### config.mk
export PLATFORM = sky130hd
export DESIGN_NAME = mdfn_rem
export DESIGN_NICKNAME = d
export VERILOG_FILES = /design/src/design/assert_macros.svh /design/src/design/mdfn_pkg.sv /design/src/design/mdfn_rem.sv
export SDC_FILE = /design/constraint.sdc
export NUM_CORES = 1
export LEC_CHECK = 0
export BUFFER_PORTS_ARGS = -buffer_cell sky130_fd_sc_hd__buf_2
export CAP_MARGIN = 20
export CORE_MARGIN = 2
export CORE_UTILIZATION = 45
export DETAILED_ROUTE_END_ITERATION = 8
export PLACE_DENSITY = 0.66
export SLEW_MARGIN = 20
export SYNTH_ARGS = -nofsm -noshare
export SYNTH_HDL_FRONTEND = slang
export SYNTH_SLANG_ARGS = --single-unit
### constraint.sdc
create_clock -name clk -period 2.5 [get_ports clk]
set_input_delay 0.5 -clock clk [delete_from_list [all_inputs] [get_ports clk]]
set_output_delay 0.5 -clock clk [all_outputs]
set_load 0.005 [all_outputs]
### src/design/assert_macros.svh
// assertion macros used by the noise unit rtl
`ifndef ASSERT_MACROS_SVH
`define ASSERT_MACROS_SVH
`ifndef SYNTHESIS
`define MDFN_ASSERT(lbl, clk, rst_n, prop, msg) \
	lbl: assert property (@(posedge clk) disable iff (!rst_n) (prop)) else $error(msg);
`define MDFN_ASSERT_IMP(lbl, clk, rst_n, ante, cons, msg) \
	lbl: assert property (@(posedge clk) disable iff (!rst_n) (ante) |-> (cons)) \
		else $error(msg);
`else
`define MDFN_ASSERT(lbl, clk, rst_n, prop, msg)
`define MDFN_ASSERT_IMP(lbl, clk, rst_n, ante, cons, msg)
`endif
`endif

### src/design/mdfn_pkg.sv
// shared widths and command codes of the multichannel noise filter
`default_nettype none
package mdfn_pkg;
	localparam int PHASE_W  = 16;
	localparam int NOISE_W  = 32;
	localparam int SAMPLE_W = 16;
	localparam int COEF_W   = 18;
	localparam int PROD_W   = COEF_W + SAMPLE_W;
	localparam int CHAN_IN_W = 10;
	localparam int TAP_IN_W  = 8;
	localparam int FRAC_SHIFT = 12;

	localparam logic CMD_LOAD = 1'b0;
	localparam logic CMD_STEP = 1'b1;
endpackage
`default_nettype wire

### src/design/mdfn_rem.sv
// serial remainder unit, one quotient bit per cycle
`default_nettype none
module mdfn_rem (
	input  logic                         clk,
	input  logic                         arst_n,
	input  logic                         start,
	input  logic [mdfn_pkg::PHASE_W-1:0] dividend,
	input  logic [mdfn_pkg::PHASE_W-1:0] divisor,
	output logic                         done,
	output logic [mdfn_pkg::PHASE_W-1:0] remainder
);
	import mdfn_pkg::*;

	localparam int CNT_W = $clog2(PHASE_W);

	logic               busy_q;
	logic               done_q;
	logic [CNT_W-1:0]   cnt_q;
	logic [PHASE_W-1:0] rem_q;
	logic [PHASE_W-1:0] dvd_q;
	logic [PHASE_W-1:0] dsr_q;
	logic [PHASE_W:0]   trial;
	logic               fits;

	assign trial = {rem_q, dvd_q[PHASE_W-1]};
	assign fits  = trial >= {1'b0, dsr_q};

	always_ff @(posedge clk or negedge arst_n) begin
		if (!arst_n) begin
			busy_q <= 1'b0;
			done_q <= 1'b0;
			cnt_q  <= '0;
		end else if (start) begin
			busy_q <= 1'b1;
			done_q <= 1'b0;
			cnt_q  <= '0;
		end else if (busy_q) begin
			cnt_q <= cnt_q + 1'b1;
			if (cnt_q == CNT_W'(PHASE_W - 1)) begin
				busy_q <= 1'b0;
				done_q <= 1'b1;
			end
		end else begin
			done_q <= 1'b0;
		end
	end

	always_ff @(posedge clk) begin
		if (start) begin
			rem_q <= '0;
			dvd_q <= dividend;
			dsr_q <= divisor;
		end else if (busy_q) begin
			// restoring step: remainder stays below the divisor
			rem_q <= fits ? PHASE_W'(trial - {1'b0, dsr_q}) : trial[PHASE_W-1:0];
			dvd_q <= {dvd_q[PHASE_W-2:0], 1'b0};
		end
	end

	assign done      = done_q;
	assign remainder = rem_q;
endmodule
`default_nettype wire

==> flow_summary_export.csv, run 1 <==
group,metric,value,unit
drt,via_count,2693,
pwr,sequentialPowerShare,0.309,
die,die-height,88.5,um
timing,finalHoldViolations,0,
logic_synthesis,synth_commonest_cells,"sky130_fd_sc_hd__edfxtp_1 (32), sky130_fd_sc_hd__nand2_1 (24), sky130_fd_sc_hd__inv_1 (22), sky130_fd_sc_hd__nor2_1 (20)",
critical_path,startpoint_type,"flip-flop",
timing,setup_repair_after_global_routing_missed_its_margin,"yes",
die,dieArea,7830,um2
critical_path,timing.critical_path.fanout_max,6,
logic_synthesis,post-synth-top-count-cell,"sky130_fd_sc_hd__edfxtp_1",
drt,postRouteAntennaNets,0,
final_layout,nNetsFinal,452,
clocking,cts_buffers,5,
logic_synthesis,synth_edf_count,32,
die,top_level_ports,52,
die,placement_rows,30,
clocking,tritoncts_sink_count,54,
logic_synthesis,synthSimpleGateAreaFrac,0.132,
global_routing,first_pass_grt_wire_length,12400,um
pwr,sw_frac_of_total,0.385,
critical_path,worstSetupEndpointType,"flip-flop",
pwr,p_leak,1.79,nW
logic_synthesis,mapped_cell_area,3210,um2
logic_synthesis,synth.top_cell.area_share,0.299,
drt,first_iter_violations,250,
die,core_area,6870,um2
logic_synthesis,synthTopCellsByArea,"sky130_fd_sc_hd__edfxtp_1 (30%), sky130_fd_sc_hd__dfxtp_1 (10%), sky130_fd_sc_hd__ha_1 (6.6%), sky130_fd_sc_hd__mux2_2 (5.3%), sky130_fd_sc_hd__dfrtp_1 (4.7%)",
logic_synthesis,synth_top_family_by_area,"compound AO/OA/AOI/OAI gates",
timing,report.final.setup_viol,0,
final_layout,post_route_cells_drive_above_1_share,0.345,
global_routing,antenna_found_initial,0,
global_routing,gr-total-overflow,0,
global_routing,number_of_global_route_vias_before_repair,2537,
final_layout,areaGrowthSynthToFinish,25.7,%
timing,post-route-period-util,0.966,
timing,finClkSkew,9.12,ps
critical_path,worst_ep_required_time,2700,ps
pwr,power_density,981,nW/um2
critical_path,crit-reg2reg-launch,"dsr_q[7]",
critical_path,ff2ff_path_depth,8,
clocking,tritoncts,"done",
logic_synthesis,yosys_warnings,0,
global_routing,largest_net_degree_at_the_start_of_global_routing,33,
timing,timing.setup.tns,0,ps
logic_synthesis,syn-mean-instance-area,10.3,um2
clocking,cts_buffer_depth,2,
global_routing,grt_resource_usage_total,0.206,
clocking,cts_root_buffer,"sky130_fd_sc_hd__clkbuf_8",
timing,setup_slack_of_the_critical_path_after_layout,84.6,ps
logic_synthesis,synth-compound-area-share,0.199,
pwr,p_int,2.43,mW
critical_path,critical_path.endpoint,"remainder[6]",
pwr,p_clk_frac,0.153,
logic_synthesis,synth.yosys.seq_area_share,0.445,
clocking,clk_pin_slew_worst_paths,100,ps
logic_synthesis,synth_area_leader_cell,"sky130_fd_sc_hd__edfxtp_1",
critical_path,rrSetupSlack,80,ps
pwr,totalPowerFinal,3.96,mW
critical_path,worstReg2RegEnd,"remainder[6]",
logic_synthesis,synthXorXnorAreaFrac,0.0354,
final_layout,layoutNonFillerInstCount,496,
die,width_of_the_die,88.5,um
critical_path,setup.worst_path.start,"dsr_q[7]",
pwr,power.combinational.fraction,0.538,
die,floorplan.initialDensity,0.468,
placed_design,input_output_buffers,51,
logic_synthesis,postSynth.topFlopCell,"sky130_fd_sc_hd__edfxtp_1",
timing,clock.fmax,414,MHz
logic_synthesis,syn-num-nets,366,
placed_design,dpl_worst_slack,-20.6,ps
timing,post-route-min-period,2420,ps
timing,drv_slew,0,
drt,avgRoutedWirePerCell,15.8,um
timing,worst-slew-pin-transition,598,ps
final_layout,diodes,0,
logic_synthesis,flip_flop_and_latch_count_after_synthesis,54,
clocking,cts_htree_levels,2,
drt,drt_wl_total,7860,um
placed_design,finalWeightedCongestion,0.923,
status,status,"complete, no violations",
run,drv.max_cap_violation_count,0,
pwr,power.ir.vdd_worst,0.440,mV
drt,drt-vias-per-instance,5.43,
logic_synthesis,postSynth.asyncResetShare,0.111,
critical_path,setup.worst_path.class,"reg2reg",
timing,relSlewSlack,0.601,
critical_path,arrival,2610,ps
pwr,power_switching,1.53,mW
drt,detail_route.first_pass.iterations,4,
clocking,insertion_delay,310,ps
logic_synthesis,muxShareOfSynthArea,0.0588,
logic_synthesis,synthesis.instances,313,
logic_synthesis,synthDistinctLibCells,57,
placed_design,post-place-cells,483,
logic_synthesis,synth_fa_ha_area_frac,0.0724,
drt,post-route-drc-count,0,
final_layout,layout.filler_cells,596,
worst_hold_path,worst_hold_path_type,"in2reg",
placed_design,place.detailed.hpwl,5720,um
-- state kept, by name, summed over array words and instances (netlist names) --
register / cells
done: 1
dvd_q: 16
remainder: 16
busy_q: 1
cnt_q: 4
dsr_q: 16
-- placed cells by master (no fill, tap or decap), drive strengths merged, types with 4 or more instances in the layout --
cell type | Yosys | layout
a21o | 8 | 8
a21oi | 13 | 13
buf | 5 | 98
clkbuf | 16 | 6
dfrtp | 6 | 6
dfxtp | 16 | 16
edfxtp | 32 | 32
ha | 17 | 17
inv | 22 | 22
mux2 | 15 | 15
nand2 | 24 | 24
nand2b | 4 | 4
nand3 | 6 | 6
nand3b | 6 | 6
nor2 | 20 | 20
nor3 | 7 | 7
o211ai | 18 | 18
o21ai | 11 | 11
or3 | 4 | 4
xnor2 | 9 | 9
xor2 | 4 | 4
-- worst min path at each step --
stage                            from   endpoint  slack (ps)  cells past startpoint
final                     divisor[11]  dsr_q[11]         350                      1
after global routing       divisor[2]   dsr_q[2]         340                      1
after detailed placement       arst_n   cnt_q[1]         330                      1
after CTS                 divisor[11]  dsr_q[11]         350                      1
after global placement         arst_n   cnt_q[1]         330                      1
after floorplan                arst_n     busy_q         200                      0
-- repair_timing --
action,in CTS,in global routing
endpoints found under the setup margin,3,16
cloned,0,1
hold buffers,1,0
pin swaps,0,1
buffers inserted,0,3
gates resized for setup,1,11
endpoints found under the hold margin,1,0
-- critical path, stage by stage, from the launching register on --
cell and delay (ps):
sky130_fd_sc_hd__edfxtp_1 340, sky130_fd_sc_hd__inv_1 50, sky130_fd_sc_hd__ha_1 380, sky130_fd_sc_hd__nand4_1 170
sky130_fd_sc_hd__or4_4 610, sky130_fd_sc_hd__a41oi_4 250, sky130_fd_sc_hd__buf_4 180, sky130_fd_sc_hd__nor3_1 50
sky130_fd_sc_hd__a221o_1 280
-- per-layer routing --
layer  vias to the layer above  global-route usage  wire, um  part of all wire
li1                       1339                   -         -                 -
met1                      1265               0.294      3640              0.46
met2                        83               0.327      3580              0.46
met3                         6              0.0410       578             0.074
met4                         0              0.0441        56            0.0071
met5                         -                   0         0                 0
-- cells by family after synthesis --
logic type	after synthesis
buffers and inverters	43
and+or+nand+nor	85
DFF	54
xor gates and xnor gates	13
AOI/OAI and AO/OA	83
muxes	17
adders and majority gates	18
-- power groups by stage --
stage	Combinational (mW)	Clock [mW]	Sequential, mW
after floorplan	1.28	0	1.25
after global placement	2.00	0	1.24
after detailed placement	2.03	0	1.24
after CTS	2.04	0.612	1.22
after global routing	2.34	0.646	1.25
final	2.13	0.604	1.22
-- cell type report --
cell class | instances | area, um2 | share of cell area
inverters | 22 | 82.6 | 0.0205
well taps | 96 | 120 | 0.0297
multi-input cells | 217 | 1680 | 0.415
clock buffers | 6 | 72.6 | 0.0180
clock inverters | 2 | 37.5 | 0.00930
repair buffers | 99 | 618 | 0.153
flip-flops and latches | 54 | 1430 | 0.355
-- through the flow --
step / hold WS, ps / cell area, um2 / util
global route: 342 / 4040 / 0.588
finish: 354 / 4040 / 0.588
CTS: 353 / 3940 / 0.573
detailed placement: 333 / 3820 / 0.556
global placement: 330 / 3820 / 0.556
floorplan: 204 / 3210 / -
No activity file was read; power rests on OpenSTA's default activity.
==> inputs of run 2 (changes only) <==
--- a/config.mk
+++ b/config.mk
@@ -11,6 +11,7 @@
 export CORE_UTILIZATION = 45
 export DETAILED_ROUTE_END_ITERATION = 8
 export PLACE_DENSITY = 0.66
+export RECOVER_POWER = 25
 export SLEW_MARGIN = 20
 export SYNTH_ARGS = -nofsm -noshare
 export SYNTH_HDL_FRONTEND = slang
==> run 2 against run 1 <==
  * Non-clock buffer count unchanged
  * Largest cell class unchanged
  * Register-to-register slack hardly changed
  * Flip-flop and latch count did not move
  * Largest power group unchanged
  * Global-route usage is the same
  * Clock skew unchanged
  * Final cell count is the same
  * Sequential power hardly changed
  * Core utilization barely moved
==> flow_summary_export.csv, run 2 (synthesis gave the netlist of run 1 again) <==
group,metric,value,unit
status,status,"complete, no violations",
clocking,clk_pin_slew_worst_paths,100,ps
timing,relSlewSlack,0.451,
die,floorplan.initialDensity,0.468,
critical_path,setup.worst_path.class,"reg2reg",
final_layout,nNetsFinal,452,
clocking,cts_htree_levels,2,
worst_hold_path,worst_hold_path_type,"in2reg",
critical_path,timing.critical_path.fanout_max,6,
global_routing,number_of_global_route_vias_before_repair,2537,
critical_path,arrival,2610,ps
drt,post-route-drc-count,0,
final_layout,layoutNonFillerInstCount,496,
placed_design,place.detailed.hpwl,5720,um
critical_path,timing.critical_path.slowest_cell_delay,610,ps
placed_design,input_output_buffers,51,
timing,finClkSkew,9.12,ps
die,core_area,6870,um2
global_routing,first_pass_grt_wire_length,12400,um
timing,clock.fmax,414,MHz
clocking,insertion_delay,310,ps
worst_hold_path,hold-path-endpoint,"dsr_q[11]",
pwr,power.ir.vdd_worst,0.440,mV
timing,finalHoldViolations,0,
final_layout,layout_commonest_cell,"sky130_fd_sc_hd__buf_2",
global_routing,grt_util_met1,0.294,
drt,first_iter_violations,250,
global_routing,gr-total-overflow,0,
critical_path,path_buf_inv,2,
final_layout,finalInstanceArea,4040,um2
drt,detail_route.first_pass.iterations,4,
clocking,cts_buffers,5,
placed_design,dpl-instance-area,3820,um2
pwr,p_leak,1.78,nW
clocking,cts_buffer_depth,2,
drt,postRouteAntennaNets,0,
run,drv.max_cap_violation_count,0,
worst_hold_path,min_delay_path_depth,1,
drt,avgRoutedWirePerCell,15.8,um
critical_path,worstReg2RegEnd,"remainder[6]",
timing,post-route-min-period,2420,ps
die,dieArea,7830,um2
global_routing,globalRouteMet2Util,0.327,
final_layout,diodes,0,
pwr,totalPowerFinal,3.96,mW
global_routing,grt-busiest-layer,"met2",
global_routing,grt_util_met3,0.0410,
worst_hold_path,hold_start,"divisor[11]",
pwr,power_density,981,nW/um2
placed_design,finalWeightedCongestion,0.923,
critical_path,worstSetupEndpointType,"flip-flop",
drt,drt-vias-per-instance,5.43,
critical_path,critical_path.top_delay_family,"simple AND/OR/NAND/NOR gates",
clocking,tritoncts_sink_count,54,
die,width_of_the_die,88.5,um
drt,via_count,2693,
drt,drt_wl_total,7860,um
critical_path,rrSetupSlack,80,ps
timing,setup_repair_after_global_routing_missed_its_margin,"yes",
clocking,cts_root_buffer,"sky130_fd_sc_hd__clkbuf_8",
global_routing,antenna_found_initial,0,
clocking,tritoncts,"done",
final_layout,post_route_cells_drive_above_1_share,0.340,
critical_path,crit-reg2reg-launch,"dsr_q[7]",
global_routing,grt_resource_usage_total,0.206,
timing,worst-slew-pin-transition,823,ps
critical_path,startpoint_type,"flip-flop",
global_routing,largest_net_degree_at_the_start_of_global_routing,33,
critical_path,critPathSlowestCell,"sky130_fd_sc_hd__or4_4",
timing,post-route-period-util,0.966,
critical_path,worst_ep_required_time,2700,ps
final_layout,layout.filler_cells,598,
die,placement_rows,30,
timing,report.final.setup_viol,0,
placed_design,post-place-cells,483,
critical_path,ff2ff_path_depth,8,
final_layout,areaGrowthSynthToFinish,25.6,%
critical_path,critical_path_cell_list,"inv_1, ha_1, nand4_1, or4_4, a41oi_4, buf_4, nor3_1, a221o_1",
timing,hold_ws,354,ps
die,die-height,88.5,um
timing,drv_slew,0,
final_layout,layout.cells.most_common_list,"sky130_fd_sc_hd__buf_2 (49), sky130_fd_sc_hd__buf_4 (47), sky130_fd_sc_hd__edfxtp_1 (32)",
die,top_level_ports,52,
-- run 2: changes by cell type in the layout (fill, tap and decap cells not counted), sizes merged --
cell	before	now
buf	98	96
clkbuf	6	8
-- run 2: where the power goes --
part	leakage [nW]	internal, mW	total [mW]	switching [mW]
logic	1.20	1.02	2.13	1.11
clock network	0.0514	0.300	0.604	0.304
registers	0.534	1.11	1.23	0.114
total	1.78	2.43	3.96	1.53
-- run 2: layout make-up --
cell class	instances	area, um2	share of cell area
clock inverters	2	37.5	0.00930
clock buffers	6	72.6	0.0180
flip-flops and latches	54	1430	0.355
well taps	96	120	0.0298
repair buffers	99	616	0.153
inverters	22	82.6	0.0205
multi-input cells	217	1680	0.415
-- run 2: what timing repair did --
item | CTS | global route
endpoints found under the setup margin | 3 | 16
pin swaps | 0 | 1
hold endpoints to repair | 1 | 0
hold buffers | 1 | 0
cloned | 0 | 1
resized for setup | 1 | 11
buffers inserted | 0 | 3
-- run 2: layer usage --
layer,up-vias,wire length (um),share of wire
met5,-,0,0
met4,0,56,0.0071
met3,6,578,0.074
met2,83,3580,0.46
met1,1265,3640,0.46
li1,1339,-,-
-- run 2: metrics by stage --
stage          TNS (ps)  worst slack, ps   util
6_report              0             84.6  0.587
5_1_grt           -75.9            -20.2  0.587
4_1_cts               0             12.3  0.573
3_5_place_dp      -20.6            -20.6  0.556
3_3_place_gp      -14.4            -14.4  0.556
2_1_floorplan         0             59.2      -
-- run 2: how the worst max path moves through the flow --
stage                         start             to  slack [ps]  cells after the start
after global placement     dsr_q[8]   remainder[9]         -10                      8
after CTS                  dsr_q[8]   remainder[6]          10                      8
after floorplan           dvd_q[15]  remainder[14]          60                     10
final                      dsr_q[7]   remainder[6]          80                      8
after detailed placement   dsr_q[8]   remainder[9]         -20                      8
after global routing       dsr_q[7]  remainder[11]         -20                     10
-- run 2: worst reg2reg max path, stage by stage (launching register included) --
cell,delay (ps)
sky130_fd_sc_hd__edfxtp_1,340
sky130_fd_sc_hd__inv_1,50
sky130_fd_sc_hd__ha_1,380
sky130_fd_sc_hd__nand4_1,170
sky130_fd_sc_hd__or4_4,610
sky130_fd_sc_hd__a41oi_4,250
sky130_fd_sc_hd__buf_4,180
sky130_fd_sc_hd__nor3_1,50
sky130_fd_sc_hd__a221o_1,280
==> inputs of run 3 (changes only) <==
--- a/config.mk
+++ b/config.mk
@@ -5,7 +5,8 @@
 export SDC_FILE = /design/constraint.sdc
 export NUM_CORES = 1
 export LEC_CHECK = 0
-export BUFFER_PORTS_ARGS = -buffer_cell sky130_fd_sc_hd__buf_2
+export ABC_CLOCK_PERIOD_IN_PS = 2500
+export BUFFER_PORTS_ARGS = -buffer_cell sky130_fd_sc_hd__clkbuf_2
 export CAP_MARGIN = 20
 export CORE_MARGIN = 2
 export CORE_UTILIZATION = 45
==> run 3 against run 2 <==
  * Die area unchanged
  * Largest cell class unchanged
  * Sequential power about the same
  * Critical path depth unchanged
  * Non-clock buffer count decreased by 8
==> flow_summary_export.csv, run 3 (synthesis gave the netlist of run 1 again) <==
group,metric,value,unit
pwr,p_clk_frac,0.128,
final_layout,finalInstanceArea,3940,um2
pwr,p_int,2.30,mW
drt,postRouteAntennaNets,0,
timing,drv_slew,0,
die,width_of_the_die,88.5,um
timing,relSlewSlack,0.502,
placed_design,place.detailed.hpwl,5740,um
drt,drt-vias-per-instance,5.58,
pwr,totalPowerFinal,3.82,mW
global_routing,first_pass_grt_wire_length,12600,um
global_routing,gr-total-overflow,0,
drt,drt_wl_total,7950,um
final_layout,layout_commonest_cell,"sky130_fd_sc_hd__clkbuf_2",
global_routing,number_of_global_route_vias_before_repair,2603,
critical_path,worstSetupEndpointType,"flip-flop",
drt,avgRoutedWirePerCell,16.3,um
placed_design,dpl_worst_slack,-28.6,ps
critical_path,startpoint_type,"flip-flop",
die,top_level_ports,52,
critical_path,setup.worst_path.class,"reg2reg",
die,placement_rows,30,
final_layout,areaGrowthSynthToFinish,22.6,%
clocking,cts_htree_levels,2,
timing,post-route-period-util,0.974,
final_layout,layout.cells.most_common_list,"sky130_fd_sc_hd__clkbuf_2 (47), sky130_fd_sc_hd__buf_4 (37), sky130_fd_sc_hd__edfxtp_1 (32)",
pwr,p_leak,1.73,nW
run,drv.max_cap_violation_count,0,
pwr,sw_frac_of_total,0.397,
placed_design,input_output_buffers,51,
worst_hold_path,worst_hold_path_type,"in2reg",
pwr,power.combinational.fraction,0.544,
drt,detail_route.first_pass.iterations,5,
final_layout,multiInputGateArea,1670,um2
status,status,"complete, no violations",
drt,first_iter_violations,214,
final_layout,diodes,0,
critical_path,critical_path.top_delay_family,"compound AO/OA/AOI/OAI gates",
final_layout,layout.filler_cells,621,
die,dieArea,7830,um2
global_routing,antenna_found_initial,0,
drt,post-route-drc-count,0,
timing,clock.fmax,411,MHz
die,core_area,6870,um2
clocking,tritoncts_sink_count,54,
clocking,clk_pin_slew_worst_paths,100,ps
pwr,power_density,970,nW/um2
timing,post-route-min-period,2440,ps
die,floorplan.initialDensity,0.468,
placed_design,dpl-instance-area,3730,um2
critical_path,timing.critical_path.fanout_max,6,
clocking,insertion_delay,310,ps
pwr,power.ir.vdd_worst,0.384,mV
clocking,cts_buffers,5,
timing,report.final.setup_viol,0,
pwr,sequentialPowerShare,0.327,
critical_path,timing.critical_path.slowest_cell_delay,440,ps
drt,via_count,2717,
timing,worst-slew-pin-transition,747,ps
clocking,cts_root_buffer,"sky130_fd_sc_hd__clkbuf_8",
die,die-height,88.5,um
timing,finClkSkew,6.43,ps
final_layout,post_route_cells_drive_above_1_share,0.317,
global_routing,grt_resource_usage_total,0.208,
placed_design,finalWeightedCongestion,0.935,
critical_path,arrival,2640,ps
critical_path,critPathSlowestCell,"sky130_fd_sc_hd__dfxtp_1",
global_routing,largest_net_degree_at_the_start_of_global_routing,25,
clocking,cts_buffer_depth,2,
critical_path,path_buf_inv,1,
timing,setup_slack_of_the_critical_path_after_layout,64.1,ps
pwr,power_switching,1.52,mW
final_layout,nNetsFinal,443,
critical_path,worst_ep_required_time,2700,ps
timing,finalHoldViolations,0,
critical_path,critical_path_cell_list,"ha_4, a21o_1, a211o_1, o211ai_2, a41oi_4, buf_6, or3_1, a32o_1",
clocking,tritoncts,"done",
final_layout,seqCellArea,1430,um2
==> run 3: per-layer routing <==
| metal | part of all wire | global-route usage |
|---|---|---|
| met1 | 0.47 | 0.289 |
| met2 | 0.45 | 0.314 |
| met3 | 0.067 | 0.0588 |
| met4 | 0.019 | 0.0689 |
| met5 | 0 | 0 |
==> run 3: power by group through the flow <==
stage | clock network (mW) | registers [mW] | logic [mW]
floorplan | 0 | 1.25 | 1.28
global placement | 0 | 1.25 | 1.93
detailed placement | 0 | 1.25 | 1.94
CTS | 0.504 | 1.24 | 1.97
global route | 0.541 | 1.27 | 2.26
finish | 0.491 | 1.25 | 2.08
==> run 3: metrics by stage <==
stage / hold WS (ps) / setup TNS [ps] / instances / util
global route: 343 / -11.0 / 487 / 0.574
finish: 357 / 0 / 487 / 0.574
global placement: 329 / -17.4 / 471 / 0.543
floorplan: 204 / 0 / 313 / -
detailed placement: 335 / -28.6 / 471 / 0.543
CTS: 352 / 0 / 480 / 0.558
==> run 3: worst reg2reg max path: cells and delay by family (launching register included) <==
kind | cells | cell delay (ps)
AOI/OAI and AO/OA | 5 | 1170
DFF | 1 | 440
and+or+nand+nor | 1 | 300
adders and majority gates | 1 | 240
buffers and inverters | 1 | 190
==> run 3: timing repair <==
item	CTS	global route
hold buffers	1	0
gates resized for setup	2	15
setup endpoints to repair	1	15
hold endpoints to repair	6	0
pin swaps	0	8
setup buffers	0	7
==> run 3: cell type report <==
cell class | instances | area share
repair buffers | 91 | 0.140
flip-flops and latches | 54 | 0.363
inverters | 22 | 0.0210
clock inverters | 2 | 0.00318
multi-input cells | 216 | 0.423
clock buffers | 6 | 0.0184
well taps | 96 | 0.0305
==> run 3: worst paths after layout <==
| kind | startpoint | to | slack [ps] | cells past startpoint |
|---|---|---|---|---|
| min reg2reg | done | done | 520 | 2 |
| max in group asynchronous | arst_n | cnt_q[0] | 1660 | 2 |
| min | divisor[11] | dsr_q[11] | 360 | 1 |
| max | remainder[3] | remainder[2] | 60 | 8 |
| max reg2reg | remainder[3] | remainder[2] | 60 | 8 |
| min in group asynchronous | arst_n | cnt_q[2] | 600 | 2 |
